$ cat src/rtl/scp_pkg.sv
// Package for the scan point clustering block: sequencer states,
// register indexes and fixed field widths. No dependencies.
`timescale 1ns / 1ps

package scp_pkg;

  // Configuration port
  localparam int CFG_IDX_W = 2;
  localparam int REG_W     = 15;

  localparam logic [CFG_IDX_W-1:0] REG_FIELD_HALF_X  = 2'd0;
  localparam logic [CFG_IDX_W-1:0] REG_FIELD_HALF_Y  = 2'd1;
  localparam logic [CFG_IDX_W-1:0] REG_BREAK_DIST    = 2'd2;

  localparam logic [REG_W-1:0] RST_FIELD_HALF_X = 15'd1350;
  localparam logic [REG_W-1:0] RST_FIELD_HALF_Y = 15'd1500;
  localparam logic [REG_W-1:0] RST_BREAK_DIST   = 15'd35;

  // Output count fields
  localparam int CNT_OUT_W = 12;
  localparam logic [CNT_OUT_W-1:0] TOTAL_MAX = 12'hFFF;

  // Result kinds
  localparam logic KIND_REPORT = 1'b0;
  localparam logic KIND_MARKER = 1'b1;

  // Sequencer states
  typedef enum logic [3:0] {
    ST_IDLE,
    ST_PREP,
    ST_SQX,
    ST_SQY,
    ST_SQZ,
    ST_SQL,
    ST_TEST,
    ST_DIV,
    ST_EMIT,
    ST_JOIN,
    ST_FLUSH,
    ST_MARK
  } scp_state_e;

endpackage

$ cat src/rtl/scp_if.sv
// Valid/ready channel interfaces for scan points and clustering results.
// Depends on scp_pkg for the count field width.
`timescale 1ns / 1ps

interface scp_point_if #(parameter int W = 16) ();
  logic                valid;
  logic                ready;
  logic signed [W-1:0] point_x;
  logic signed [W-1:0] point_y;
  logic signed [W-1:0] point_z;
  logic                end_of_scan;

  modport source (output valid, point_x, point_y, point_z, end_of_scan, input ready);
  modport sink   (input valid, point_x, point_y, point_z, end_of_scan, output ready);
endinterface

interface scp_result_if #(parameter int W = 16) ();
  logic                               valid;
  logic                               ready;
  logic                               kind;
  logic signed [W-1:0]                centroid_x;
  logic signed [W-1:0]                centroid_y;
  logic        [scp_pkg::CNT_OUT_W-1:0] point_count;
  logic signed [W-1:0]                first_x;
  logic signed [W-1:0]                first_y;
  logic signed [W-1:0]                first_z;
  logic        [scp_pkg::CNT_OUT_W-1:0] cluster_total;
  logic                               last;

  modport source (output valid, kind, centroid_x, centroid_y, point_count, first_x,
                  first_y, first_z, cluster_total, last, input ready);
  modport sink   (input valid, kind, centroid_x, centroid_y, point_count, first_x,
                  first_y, first_z, cluster_total, last, output ready);
endinterface

$ cat src/rtl/scan_point_clustering.sv
// Sequence: a skipped point returns to idle after PREP, the first point of a cluster joins
//   directly, other points run a distance test through one shared squarer; each cluster
//   report adds the bit-serial centroid divider plus any output stall; end of scan adds
//   the FLUSH and MARK states. One point at a time: a new point is taken only in IDLE.
// Reset: registers take 1350/1500/35, cluster state and totals clear at once.
`timescale 1ns / 1ps

// Top level: breakpoint clustering of scan points; uses scp_pkg and scp_if.
module scan_point_clustering #(
  parameter int COORD_BITS         = 16,
  parameter int MAX_CLUSTER_POINTS = 4095
) (
  input  logic                          clk_i,
  input  logic                          rst_ni,
  input  logic                          cfg_we_i,
  input  logic [scp_pkg::CFG_IDX_W-1:0] cfg_index_i,
  input  logic [scp_pkg::REG_W-1:0]     cfg_data_i,
  scp_point_if.sink                     pt_i,
  scp_result_if.source                  res_o
);

  localparam int C    = COORD_BITS;
  localparam int CW   = $clog2(MAX_CLUSTER_POINTS + 1);
  localparam int SW   = C + CW;
  localparam int MW   = (C > scp_pkg::REG_W) ? C : scp_pkg::REG_W;
  localparam int PW   = 2 * MW;
  localparam int ACCW = PW + 2;
  localparam int STW  = $clog2(C);
  localparam int OCW  = scp_pkg::CNT_OUT_W;

  scp_pkg::scp_state_e state_q, state_d;

  // Configuration
  logic [scp_pkg::REG_W-1:0] half_x_q, half_y_q, brk_q;

  // Captured point
  logic signed [C-1:0] pt_x_q, pt_y_q, pt_z_q;
  logic                eos_q;

  // Distance test
  logic [C-1:0]    adx_q, ady_q, adz_q;
  logic [MW-1:0]   mul_op;
  logic [PW-1:0]   prod_c, prod_q;
  logic [ACCW-1:0] acc_q;

  // Cluster state
  logic signed [SW-1:0] sum_x_q, sum_y_q;
  logic [CW-1:0]        cnt_q;
  logic signed [C-1:0]  prev_x_q, prev_y_q, prev_z_q;
  logic signed [C-1:0]  head_x_q, head_y_q, head_z_q;
  logic [OCW-1:0]       total_q;

  // Divider
  logic [CW-1:0]        rem_q;
  logic [C-1:0]         dq_q;
  logic [STW-1:0]       step_q;
  logic                 div_sel_q;
  logic                 div_neg_q;
  logic signed [C-1:0]  qx_q, qy_q;
  logic                 flush_q;

  // Output register
  logic                 out_valid_q;
  logic                 out_kind_q, out_last_q;
  logic signed [C-1:0]  out_cx_q, out_cy_q, out_fx_q, out_fy_q, out_fz_q;
  logic [OCW-1:0]       out_cnt_q, out_total_q;

  // Control strobes
  logic pt_ready, pt_take, out_free;
  logic clr_cluster, join_pt, div_init, load_report, load_marker;

  // Status
  logic use_c, brk_c, cnt_ge2, cnt_open, div_last;
  logic [C-1:0] ax_c, ay_c;

  // ---------------------------------------------------------------------------
  // Point screening
  assign ax_c = pt_x_q[C-1] ? C'(-pt_x_q) : C'(pt_x_q);
  assign ay_c = pt_y_q[C-1] ? C'(-pt_y_q) : C'(pt_y_q);

  assign use_c = ((pt_x_q != '0) || (pt_y_q != '0) || (pt_z_q != '0)) &&
                 (MW'(ax_c) <= MW'(half_x_q)) && (MW'(ay_c) <= MW'(half_y_q));

  assign cnt_open = (cnt_q != '0);
  assign cnt_ge2  = (cnt_q >= CW'(2));
  assign brk_c    = (acc_q > ACCW'(prod_q));
  assign div_last = (state_q == scp_pkg::ST_DIV) && (step_q == STW'(C - 1));
  assign out_free = !out_valid_q || res_o.ready;
  assign pt_take  = pt_i.valid && pt_ready;

  // ---------------------------------------------------------------------------
  // Next state
  always_comb begin
    state_d = state_q;
    unique case (state_q)
      scp_pkg::ST_IDLE:  if (pt_i.valid) state_d = scp_pkg::ST_PREP;
      scp_pkg::ST_PREP: begin
        if (use_c && cnt_open) state_d = scp_pkg::ST_SQX;
        else if (use_c)        state_d = scp_pkg::ST_JOIN;
        else if (eos_q)        state_d = scp_pkg::ST_FLUSH;
        else                   state_d = scp_pkg::ST_IDLE;
      end
      scp_pkg::ST_SQX:   state_d = scp_pkg::ST_SQY;
      scp_pkg::ST_SQY:   state_d = scp_pkg::ST_SQZ;
      scp_pkg::ST_SQZ:   state_d = scp_pkg::ST_SQL;
      scp_pkg::ST_SQL:   state_d = scp_pkg::ST_TEST;
      scp_pkg::ST_TEST:  state_d = (brk_c && cnt_ge2) ? scp_pkg::ST_DIV : scp_pkg::ST_JOIN;
      scp_pkg::ST_DIV:   if (div_last && div_sel_q) state_d = scp_pkg::ST_EMIT;
      scp_pkg::ST_EMIT:  if (out_free) state_d = flush_q ? scp_pkg::ST_MARK : scp_pkg::ST_JOIN;
      scp_pkg::ST_JOIN:  state_d = eos_q ? scp_pkg::ST_FLUSH : scp_pkg::ST_IDLE;
      scp_pkg::ST_FLUSH: state_d = cnt_ge2 ? scp_pkg::ST_DIV : scp_pkg::ST_MARK;
      scp_pkg::ST_MARK:  if (out_free) state_d = scp_pkg::ST_IDLE;
      default:           state_d = scp_pkg::ST_IDLE;
    endcase
  end

  // Sequencer outputs
  always_comb begin
    pt_ready    = 1'b0;
    clr_cluster = 1'b0;
    join_pt     = 1'b0;
    div_init    = 1'b0;
    load_report = 1'b0;
    load_marker = 1'b0;
    mul_op      = '0;
    unique case (state_q)
      scp_pkg::ST_IDLE:  pt_ready = 1'b1;
      scp_pkg::ST_SQX:   mul_op = MW'(adx_q);
      scp_pkg::ST_SQY:   mul_op = MW'(ady_q);
      scp_pkg::ST_SQZ:   mul_op = MW'(adz_q);
      scp_pkg::ST_SQL:   mul_op = MW'(brk_q);
      scp_pkg::ST_TEST: begin
        // a lone point before the gap is simply dropped
        if (brk_c && cnt_ge2) div_init = 1'b1;
        else if (brk_c)       clr_cluster = 1'b1;
      end
      scp_pkg::ST_EMIT: begin
        load_report = out_free;
        clr_cluster = out_free;
      end
      scp_pkg::ST_JOIN:  join_pt = 1'b1;
      scp_pkg::ST_FLUSH: begin
        if (cnt_ge2) div_init = 1'b1;
        else         clr_cluster = 1'b1;
      end
      scp_pkg::ST_MARK: begin
        load_marker = out_free;
        clr_cluster = out_free;
      end
      default: ;
    endcase
  end

  // ---------------------------------------------------------------------------
  // Shared squarer
  assign prod_c = PW'(mul_op) * PW'(mul_op);

  // ---------------------------------------------------------------------------
  // Bit-serial divider: |sum| / count, one quotient bit per cycle
  logic signed [SW-1:0] div_src;
  logic [SW-1:0]        div_abs;
  logic [CW:0]          div_tr;
  logic                 div_ge;
  logic [CW:0]          div_diff;
  logic [C-1:0]         q_mag;
  logic signed [C-1:0]  q_res;

  assign div_src  = (state_q == scp_pkg::ST_DIV) ? sum_y_q : sum_x_q;
  assign div_abs  = div_src[SW-1] ? SW'(-div_src) : SW'(div_src);
  assign div_tr   = {rem_q, dq_q[C-1]};
  assign div_ge   = (div_tr >= (CW + 1)'(cnt_q));
  assign div_diff = div_tr - (CW + 1)'(cnt_q);
  assign q_mag    = {dq_q[C-2:0], div_ge};
  assign q_res    = div_neg_q ? C'(-q_mag) : C'(q_mag);

  // ---------------------------------------------------------------------------
  // Control registers
  always_ff @(posedge clk_i or negedge rst_ni) begin
    if (!rst_ni) begin
      state_q     <= scp_pkg::ST_IDLE;
      half_x_q    <= scp_pkg::RST_FIELD_HALF_X;
      half_y_q    <= scp_pkg::RST_FIELD_HALF_Y;
      brk_q       <= scp_pkg::RST_BREAK_DIST;
      sum_x_q     <= '0;
      sum_y_q     <= '0;
      cnt_q       <= '0;
      prev_x_q    <= '0;
      prev_y_q    <= '0;
      prev_z_q    <= '0;
      head_x_q    <= '0;
      head_y_q    <= '0;
      head_z_q    <= '0;
      total_q     <= '0;
      step_q      <= '0;
      div_sel_q   <= 1'b0;
      flush_q     <= 1'b0;
      out_valid_q <= 1'b0;
    end else begin
      state_q <= state_d;

      // register writes, index beyond the list ignored
      if (cfg_we_i) begin
        unique case (cfg_index_i)
          scp_pkg::REG_FIELD_HALF_X: half_x_q <= cfg_data_i;
          scp_pkg::REG_FIELD_HALF_Y: half_y_q <= cfg_data_i;
          scp_pkg::REG_BREAK_DIST:   brk_q    <= cfg_data_i;
          default: ;
        endcase
      end

      // cluster bookkeeping
      if (clr_cluster) begin
        sum_x_q  <= '0;
        sum_y_q  <= '0;
        cnt_q    <= '0;
        prev_x_q <= '0;
        prev_y_q <= '0;
        prev_z_q <= '0;
        head_x_q <= '0;
        head_y_q <= '0;
        head_z_q <= '0;
      end else if (join_pt) begin
        if (!cnt_open) begin
          head_x_q <= pt_x_q;
          head_y_q <= pt_y_q;
          head_z_q <= pt_z_q;
        end
        // saturated count freezes the sums too
        if (cnt_q < CW'(MAX_CLUSTER_POINTS)) begin
          cnt_q   <= cnt_q + CW'(1);
          sum_x_q <= sum_x_q + SW'(pt_x_q);
          sum_y_q <= sum_y_q + SW'(pt_y_q);
        end
        prev_x_q <= pt_x_q;
        prev_y_q <= pt_y_q;
        prev_z_q <= pt_z_q;
      end

      if (load_marker)                             total_q <= '0;
      else if (load_report && total_q != scp_pkg::TOTAL_MAX) total_q <= total_q + OCW'(1);

      // divider sequencing: x first, then y
      if (div_init) begin
        step_q    <= '0;
        div_sel_q <= 1'b0;
        flush_q   <= (state_q == scp_pkg::ST_FLUSH);
      end else if (div_last) begin
        step_q    <= '0;
        div_sel_q <= 1'b1;
      end else if (state_q == scp_pkg::ST_DIV) begin
        step_q    <= step_q + STW'(1);
      end

      if (load_report || load_marker) out_valid_q <= 1'b1;
      else if (res_o.ready)           out_valid_q <= 1'b0;
    end
  end

  // |a - b| of two coordinates, fits COORD_BITS unsigned
  function automatic logic [C-1:0] abs_gap(input logic signed [C-1:0] a,
                                           input logic signed [C-1:0] b);
    logic signed [C:0] d;
    logic [C:0]        m;
    d = (C + 1)'(a) - (C + 1)'(b);
    m = d[C] ? (C + 1)'(-d) : (C + 1)'(d);
    return m[C-1:0];
  endfunction

  // ---------------------------------------------------------------------------
  // Payload registers
  always_ff @(posedge clk_i) begin
    if (pt_take) begin
      pt_x_q <= pt_i.point_x;
      pt_y_q <= pt_i.point_y;
      pt_z_q <= pt_i.point_z;
      eos_q  <= pt_i.end_of_scan;
    end

    // absolute gaps to the last cluster point
    if (state_q == scp_pkg::ST_PREP) begin
      adx_q <= abs_gap(pt_x_q, prev_x_q);
      ady_q <= abs_gap(pt_y_q, prev_y_q);
      adz_q <= abs_gap(pt_z_q, prev_z_q);
    end

    // squared distance accumulate, limit squared lands in prod_q
    prod_q <= prod_c;
    if (state_q == scp_pkg::ST_SQY)
      acc_q <= ACCW'(prod_q);
    else if (state_q == scp_pkg::ST_SQZ || state_q == scp_pkg::ST_SQL)
      acc_q <= acc_q + ACCW'(prod_q);

    // divider load or step
    if (div_init || (div_last && !div_sel_q)) begin
      rem_q     <= div_abs[SW-1:C];
      dq_q      <= div_abs[C-1:0];
      div_neg_q <= div_src[SW-1];
    end else if (state_q == scp_pkg::ST_DIV) begin
      rem_q <= div_ge ? div_diff[CW-1:0] : div_tr[CW-1:0];
      dq_q  <= q_mag;
    end
    if (div_last && !div_sel_q) qx_q <= q_res;
    if (div_last &&  div_sel_q) qy_q <= q_res;

    // result register
    if (load_report) begin
      out_kind_q  <= scp_pkg::KIND_REPORT;
      out_cx_q    <= qx_q;
      out_cy_q    <= qy_q;
      out_cnt_q   <= OCW'(cnt_q);
      out_fx_q    <= head_x_q;
      out_fy_q    <= head_y_q;
      out_fz_q    <= head_z_q;
      out_total_q <= '0;
      out_last_q  <= !flush_q && !eos_q;
    end else if (load_marker) begin
      out_kind_q  <= scp_pkg::KIND_MARKER;
      out_cx_q    <= '0;
      out_cy_q    <= '0;
      out_cnt_q   <= '0;
      out_fx_q    <= '0;
      out_fy_q    <= '0;
      out_fz_q    <= '0;
      out_total_q <= total_q;
      out_last_q  <= 1'b1;
    end
  end

  // ---------------------------------------------------------------------------
  // Ports
  assign pt_i.ready          = pt_ready;
  assign res_o.valid         = out_valid_q;
  assign res_o.kind          = out_kind_q;
  assign res_o.centroid_x    = out_cx_q;
  assign res_o.centroid_y    = out_cy_q;
  assign res_o.point_count   = out_cnt_q;
  assign res_o.first_x       = out_fx_q;
  assign res_o.first_y       = out_fy_q;
  assign res_o.first_z       = out_fz_q;
  assign res_o.cluster_total = out_total_q;
  assign res_o.last          = out_last_q;

endmodule

$ cat src/flat_wrapper.sv
// flat-port wrapper written by rule: the top's interface ports become plain ports
module scan_point_clustering_flat 
#(
  parameter int COORD_BITS         = 16,
  parameter int MAX_CLUSTER_POINTS = 4095
)
  (clk_i, rst_ni, cfg_we_i, cfg_index_i, cfg_data_i, pt_i_valid, pt_i_point_x, pt_i_point_y, pt_i_point_z, pt_i_end_of_scan, pt_i_ready, res_o_valid, res_o_kind, res_o_centroid_x, res_o_centroid_y, res_o_point_count, res_o_first_x, res_o_first_y, res_o_first_z, res_o_cluster_total, res_o_last, res_o_ready);
  scp_point_if pt_i_i ();
  scp_result_if res_o_i ();
  input  logic clk_i;
  input  logic rst_ni;
  input  logic cfg_we_i;
  input  logic [scp_pkg::CFG_IDX_W-1:0] cfg_index_i;
  input  logic [scp_pkg::REG_W-1:0] cfg_data_i;
  input wire logic [$bits(pt_i_i.valid)-1:0] pt_i_valid;
  input wire logic [$bits(pt_i_i.point_x)-1:0] pt_i_point_x;
  input wire logic [$bits(pt_i_i.point_y)-1:0] pt_i_point_y;
  input wire logic [$bits(pt_i_i.point_z)-1:0] pt_i_point_z;
  input wire logic [$bits(pt_i_i.end_of_scan)-1:0] pt_i_end_of_scan;
  output wire logic [$bits(pt_i_i.ready)-1:0] pt_i_ready;
  output wire logic [$bits(res_o_i.valid)-1:0] res_o_valid;
  output wire logic [$bits(res_o_i.kind)-1:0] res_o_kind;
  output wire logic [$bits(res_o_i.centroid_x)-1:0] res_o_centroid_x;
  output wire logic [$bits(res_o_i.centroid_y)-1:0] res_o_centroid_y;
  output wire logic [$bits(res_o_i.point_count)-1:0] res_o_point_count;
  output wire logic [$bits(res_o_i.first_x)-1:0] res_o_first_x;
  output wire logic [$bits(res_o_i.first_y)-1:0] res_o_first_y;
  output wire logic [$bits(res_o_i.first_z)-1:0] res_o_first_z;
  output wire logic [$bits(res_o_i.cluster_total)-1:0] res_o_cluster_total;
  output wire logic [$bits(res_o_i.last)-1:0] res_o_last;
  input wire logic [$bits(res_o_i.ready)-1:0] res_o_ready;
  assign pt_i_i.valid = pt_i_valid;
  assign pt_i_i.point_x = pt_i_point_x;
  assign pt_i_i.point_y = pt_i_point_y;
  assign pt_i_i.point_z = pt_i_point_z;
  assign pt_i_i.end_of_scan = pt_i_end_of_scan;
  assign pt_i_ready = pt_i_i.ready;
  assign res_o_valid = res_o_i.valid;
  assign res_o_kind = res_o_i.kind;
  assign res_o_centroid_x = res_o_i.centroid_x;
  assign res_o_centroid_y = res_o_i.centroid_y;
  assign res_o_point_count = res_o_i.point_count;
  assign res_o_first_x = res_o_i.first_x;
  assign res_o_first_y = res_o_i.first_y;
  assign res_o_first_z = res_o_i.first_z;
  assign res_o_cluster_total = res_o_i.cluster_total;
  assign res_o_last = res_o_i.last;
  assign res_o_i.ready = res_o_ready;
  scan_point_clustering #(.COORD_BITS(COORD_BITS), .MAX_CLUSTER_POINTS(MAX_CLUSTER_POINTS)) u_core (.clk_i(clk_i), .rst_ni(rst_ni), .cfg_we_i(cfg_we_i), .cfg_index_i(cfg_index_i), .cfg_data_i(cfg_data_i), .pt_i(pt_i_i), .res_o(res_o_i));
endmodule
$ cat config.mk
export PLATFORM = sky130hd
export DESIGN_NAME = scan_point_clustering_flat
export DESIGN_NICKNAME = d
export VERILOG_FILES = /design/src/rtl/scp_pkg.sv /design/src/rtl/scp_if.sv /design/src/rtl/scan_point_clustering.sv /design/src/flat_wrapper.sv
export SDC_FILE = /design/constraint.sdc
export NUM_CORES = 2
export LEC_CHECK = 0
export BUFFER_PORTS_ARGS = -buffer_cell sky130_fd_sc_hd__buf_2
export CAP_MARGIN = 20
export CORE_MARGIN = 8
export CORE_UTILIZATION = 45
export CTS_CLUSTER_DIAMETER = 120
export DETAILED_ROUTE_END_ITERATION = 10
export SYNTH_ARGS = -nofsm -noshare
export SYNTH_HDL_FRONTEND = slang
export SYNTH_SLANG_ARGS = --single-unit
$ cat constraint.sdc
create_clock -name clk_i -period 15.1 [get_ports clk_i]
set_input_delay 2.265 -clock clk_i [delete_from_list [all_inputs] [get_ports clk_i]]
set_output_delay 2.265 -clock clk_i [all_outputs]
set_load 0.01 [all_outputs]
==> results.sh <==
export IMPL_status="completed"
export IMPL_crit_path_max_incr_delay_ns=0.78
export IMPL_rr_startpoint="u_core.state_q[1]"
export IMPL_leakagePower_nw=19.6
export IMPL_grt_max_degree=121
export IMPL_clockBufferDepth=3
export IMPL_dr_pass1_iters=5
export IMPL_synth_top_family_by_area="adder cells"
export IMPL_synthArstFlopShare_pct=41.4
export IMPL_yosysWarnings=0
export IMPL_synth_sequential_area_ratio_pct=38.7
export IMPL_synth_fa_ha_area_share_pct=18.7
export IMPL_port_buffers=178
export IMPL_synth_top_area_share_pct=21.6
export IMPL_wl_per_cell_microns=19.0
export IMPL_instances_no_fill=5460
export IMPL_vias_per_cell=5.43
export IMPL_cts_sinks=561
export IMPL_synth_edff_count=283
export IMPL_rows=108
export IMPL_dp_cells=5329
export IMPL_syn_num_nets=4662
export IMPL_crit_path_max_fanout=54
export IMPL_muxShareOfSynthArea_pct=2.32
export IMPL_grtUsageTotal_pct=20.7
export IMPL_die_height_microns=312
export IMPL_die_area_sq_um=97300
export IMPL_cts_resized=0
export IMPL_end_kind="register"
export IMPL_power_density_nw_per_um2=225
export IMPL_area_growth_pct=11.3
export IMPL_cp_start_kind="register"
export IMPL_synthTopCellsByArea="edfxtp_1, dfrtp_1, ha_1"
export IMPL_drt_iter0_markers=2409
export IMPL_io_pins=179
export IMPL_fmax_ghz=0.115
export IMPL_setup_viol=0
export IMPL_nets=4804
export IMPL_maxSlewHeadroom_pct=26.8
export IMPL_post_cts_buffers=0
export IMPL_cts_hold_buffers=0
export IMPL_drive_above_1_share_pct=10.1
export IMPL_finalCriticalPeriod_ns=8.72
export IMPL_dpl_hpwl_mm=76.9
export IMPL_yosys_area_share_simple_pct=14.8
export IMPL_numCtsBuffers=69
export IMPL_hold_depth=2
export IMPL_skew_ns=0.0300
export IMPL_crit_required_ns=15.66
export IMPL_drc=0
export IMPL_cts_tree="done"
export IMPL_ys_flop_type="edfxtp_1"
export IMPL_r2r_setup_slack_ns=6.38
export IMPL_initial_core_util_pct=45.4
export IMPL_clk_latency_ns=0.62
export IMPL_hold_start="u_core.res_o.cluster_total[10]"
export IMPL_ir_worst_vdd_uv=118
export IMPL_rsz0062_at_grt="false"
export IMPL_grt_antenna_before_repair=3
export IMPL_grt_pass1_wl_mm=164
export IMPL_critical_path_arrival_ns=9.28
export IMPL_hp_class="register to register"
export IMPL_clock_root_buffer="clkbuf_16"
export IMPL_place_congestion=0.903
export IMPL_grt_pass1_vias=28700
export IMPL_avgSynthCellArea_sq_um=9.60
export IMPL_fin_crit_sh_pct=57.8
export IMPL_core_area_sq_um=86800
export IMPL_setup_ws_ns=6.38
export IMPL_vias=29600
export IMPL_drtAntennaViolNets=0
export IMPL_drv_slew=0
export IMPL_ys_seq_elements=561
export IMPL_synth_area_sq_um=39400
export IMPL_synthXorXnorAreaFrac_pct=5.84
export IMPL_r2r_end="u_core.prod_q[30]"
export IMPL_finalWirelength_mm=104
export IMPL_min_delay_worst_endpoint="u_core.res_o.cluster_total[10]"
export IMPL_ys_types=94
export IMPL_hold_viol=0
export IMPL_max_cap_viol_count=0
export IMPL_critical_path_class="register to register"
export IMPL_dp_slack_ns=6.18
export IMPL_worst_path_max_delay_cell="dfrtp_1"
export IMPL_fin_total_pwr_w=0.00985
export IMPL_yosysMostFrequentCell="nand2_1"
export IMPL_finalSetupTns_ns=0
export IMPL_reg2reg_depth=29
export IMPL_synth_commonest_cells="nand2_1, inv_1, ha_1"
export IMPL_tightest_slew_ns=1.09
export IMPL_die_w_microns=312
export IMPL_grt_overflow=0
export IMPL_clk_pin_slew_ns=0.06
export IMPL_h_tree_depth=3
export IMPL_synth_compound_area_share_pct=13.9
export IMPL_netlist_instances=4105
export IMPL_synth_top_area_cell="edfxtp_1"
## flip-flops by register name, summed over array words and instances (netlist names), 28 cells and up
signal and count:
u_core.acc_q 34, u_core.sum_y_q 28, u_core.prod_q 31, u_core.sum_x_q 28
## power breakdown
part / switching (W) / internal, W / total, W
clock: 0.000695 / 0.000967 / 0.00166
sequential: 0.000364 / 0.00224 / 0.00261
combinational: 0.00338 / 0.00220 / 0.00558
## critical path, delay by kind of cell (launching register included)
kind	cells	cell delay [ns]
adder cells (fa/ha/maj)	7	3.37
AO/OA/AOI/OAI	6	1.19
flip-flops	1	0.78
AND/OR/NAND/NOR	9	2.20
buffers and inverters	7	1.07
## stage by stage
step	instance area (sq um)	hold WS (ns)	util, %
finish	43900	0.450	50.6
CTS	43800	0.451	50.5
detailed placement	41500	0.444	47.9
global route	43900	0.467	50.6
global placement	41500	0.441	47.9
floorplan	39400	0.450	-
## how the worst max path moves through the flow
stage / from / endpoint / slack, ns / depth (start not counted)
after floorplan: u_core.state_q[1] / u_core.prod_q[31] / 7.11 / 31
after global placement: u_core.state_q[1] / u_core.prod_q[30] / 6.35 / 27
after detailed placement: u_core.state_q[1] / u_core.prod_q[30] / 6.18 / 27
after CTS: u_core.state_q[1] / u_core.prod_q[30] / 6.13 / 27
after global routing: u_core.state_q[1] / u_core.prod_q[30] / 5.84 / 28
final: u_core.state_q[1] / u_core.prod_q[30] / 6.38 / 29
## routing by layer
metal  vias to the layer above  global-route usage [%]  wire (microns)
li1                      14500                       -               -
met1                     14200                    30.7           50700
met2                       763                    31.8           45300
met3                       136                    2.79            5210
met4                         0                    5.21            2430
met5                         -                       0               0
## logic make-up after synthesis
| group | count (synthesis) |
|---|---|
| compound gates | 880 |
| xor+xnor | 261 |
| mux | 87 |
| buf+inv | 593 |
| flops | 561 |
| fa+ha+maj | 486 |
| simple gates | 1237 |
## cell usage in the layout (no fill, tap or decap), types with 12 or more instances in the layout
cell type	Yosys	routed
a211oi_1	25	25
a21o_1	59	59
a21oi_1	300	299
a22o_1	19	19
a22oi_1	33	33
a31oi_1	17	17
and2_1	22	21
and3_1	92	92
buf_2	2	177
buf_4	1	33
clkbuf_1	126	12
clkbuf_16	0	72
clkinv_1	7	16
dfrtp_1	217	217
dfstp_2	15	15
dfxtp_1	46	46
edfxtp_1	283	283
fa_1	171	171
ha_1	315	315
inv_1	444	444
mux2_2	36	36
mux2i_1	51	51
nand2_1	510	508
nand2b_1	38	37
nand3_1	47	47
nand4_1	41	41
nor2_1	252	244
nor2b_1	35	35
nor3_1	70	64
nor4_1	28	28
o211ai_1	12	12
o21a_1	29	29
o21ai_0	204	203
o21bai_1	24	24
o22ai_1	26	26
o31ai_1	38	38
o41ai_1	14	14
or3_1	31	31
xnor2_1	202	202
xor2_1	58	58
## cell type report
cell class / instances / area [sq um]
Fill cell: 8119 / 42900
Multi-Input combinational cell: 2951 / 22000
Sequential cell: 561 / 15200
Clock buffer: 90 / 1930
Inverter: 451 / 1690
Tap cell: 1155 / 1450
Timing Repair Buffer: 213 / 1190
Clock inverter: 38 / 362
Antenna cell: 1 / 2.50
No activity file was read; power rests on OpenSTA's default activity.
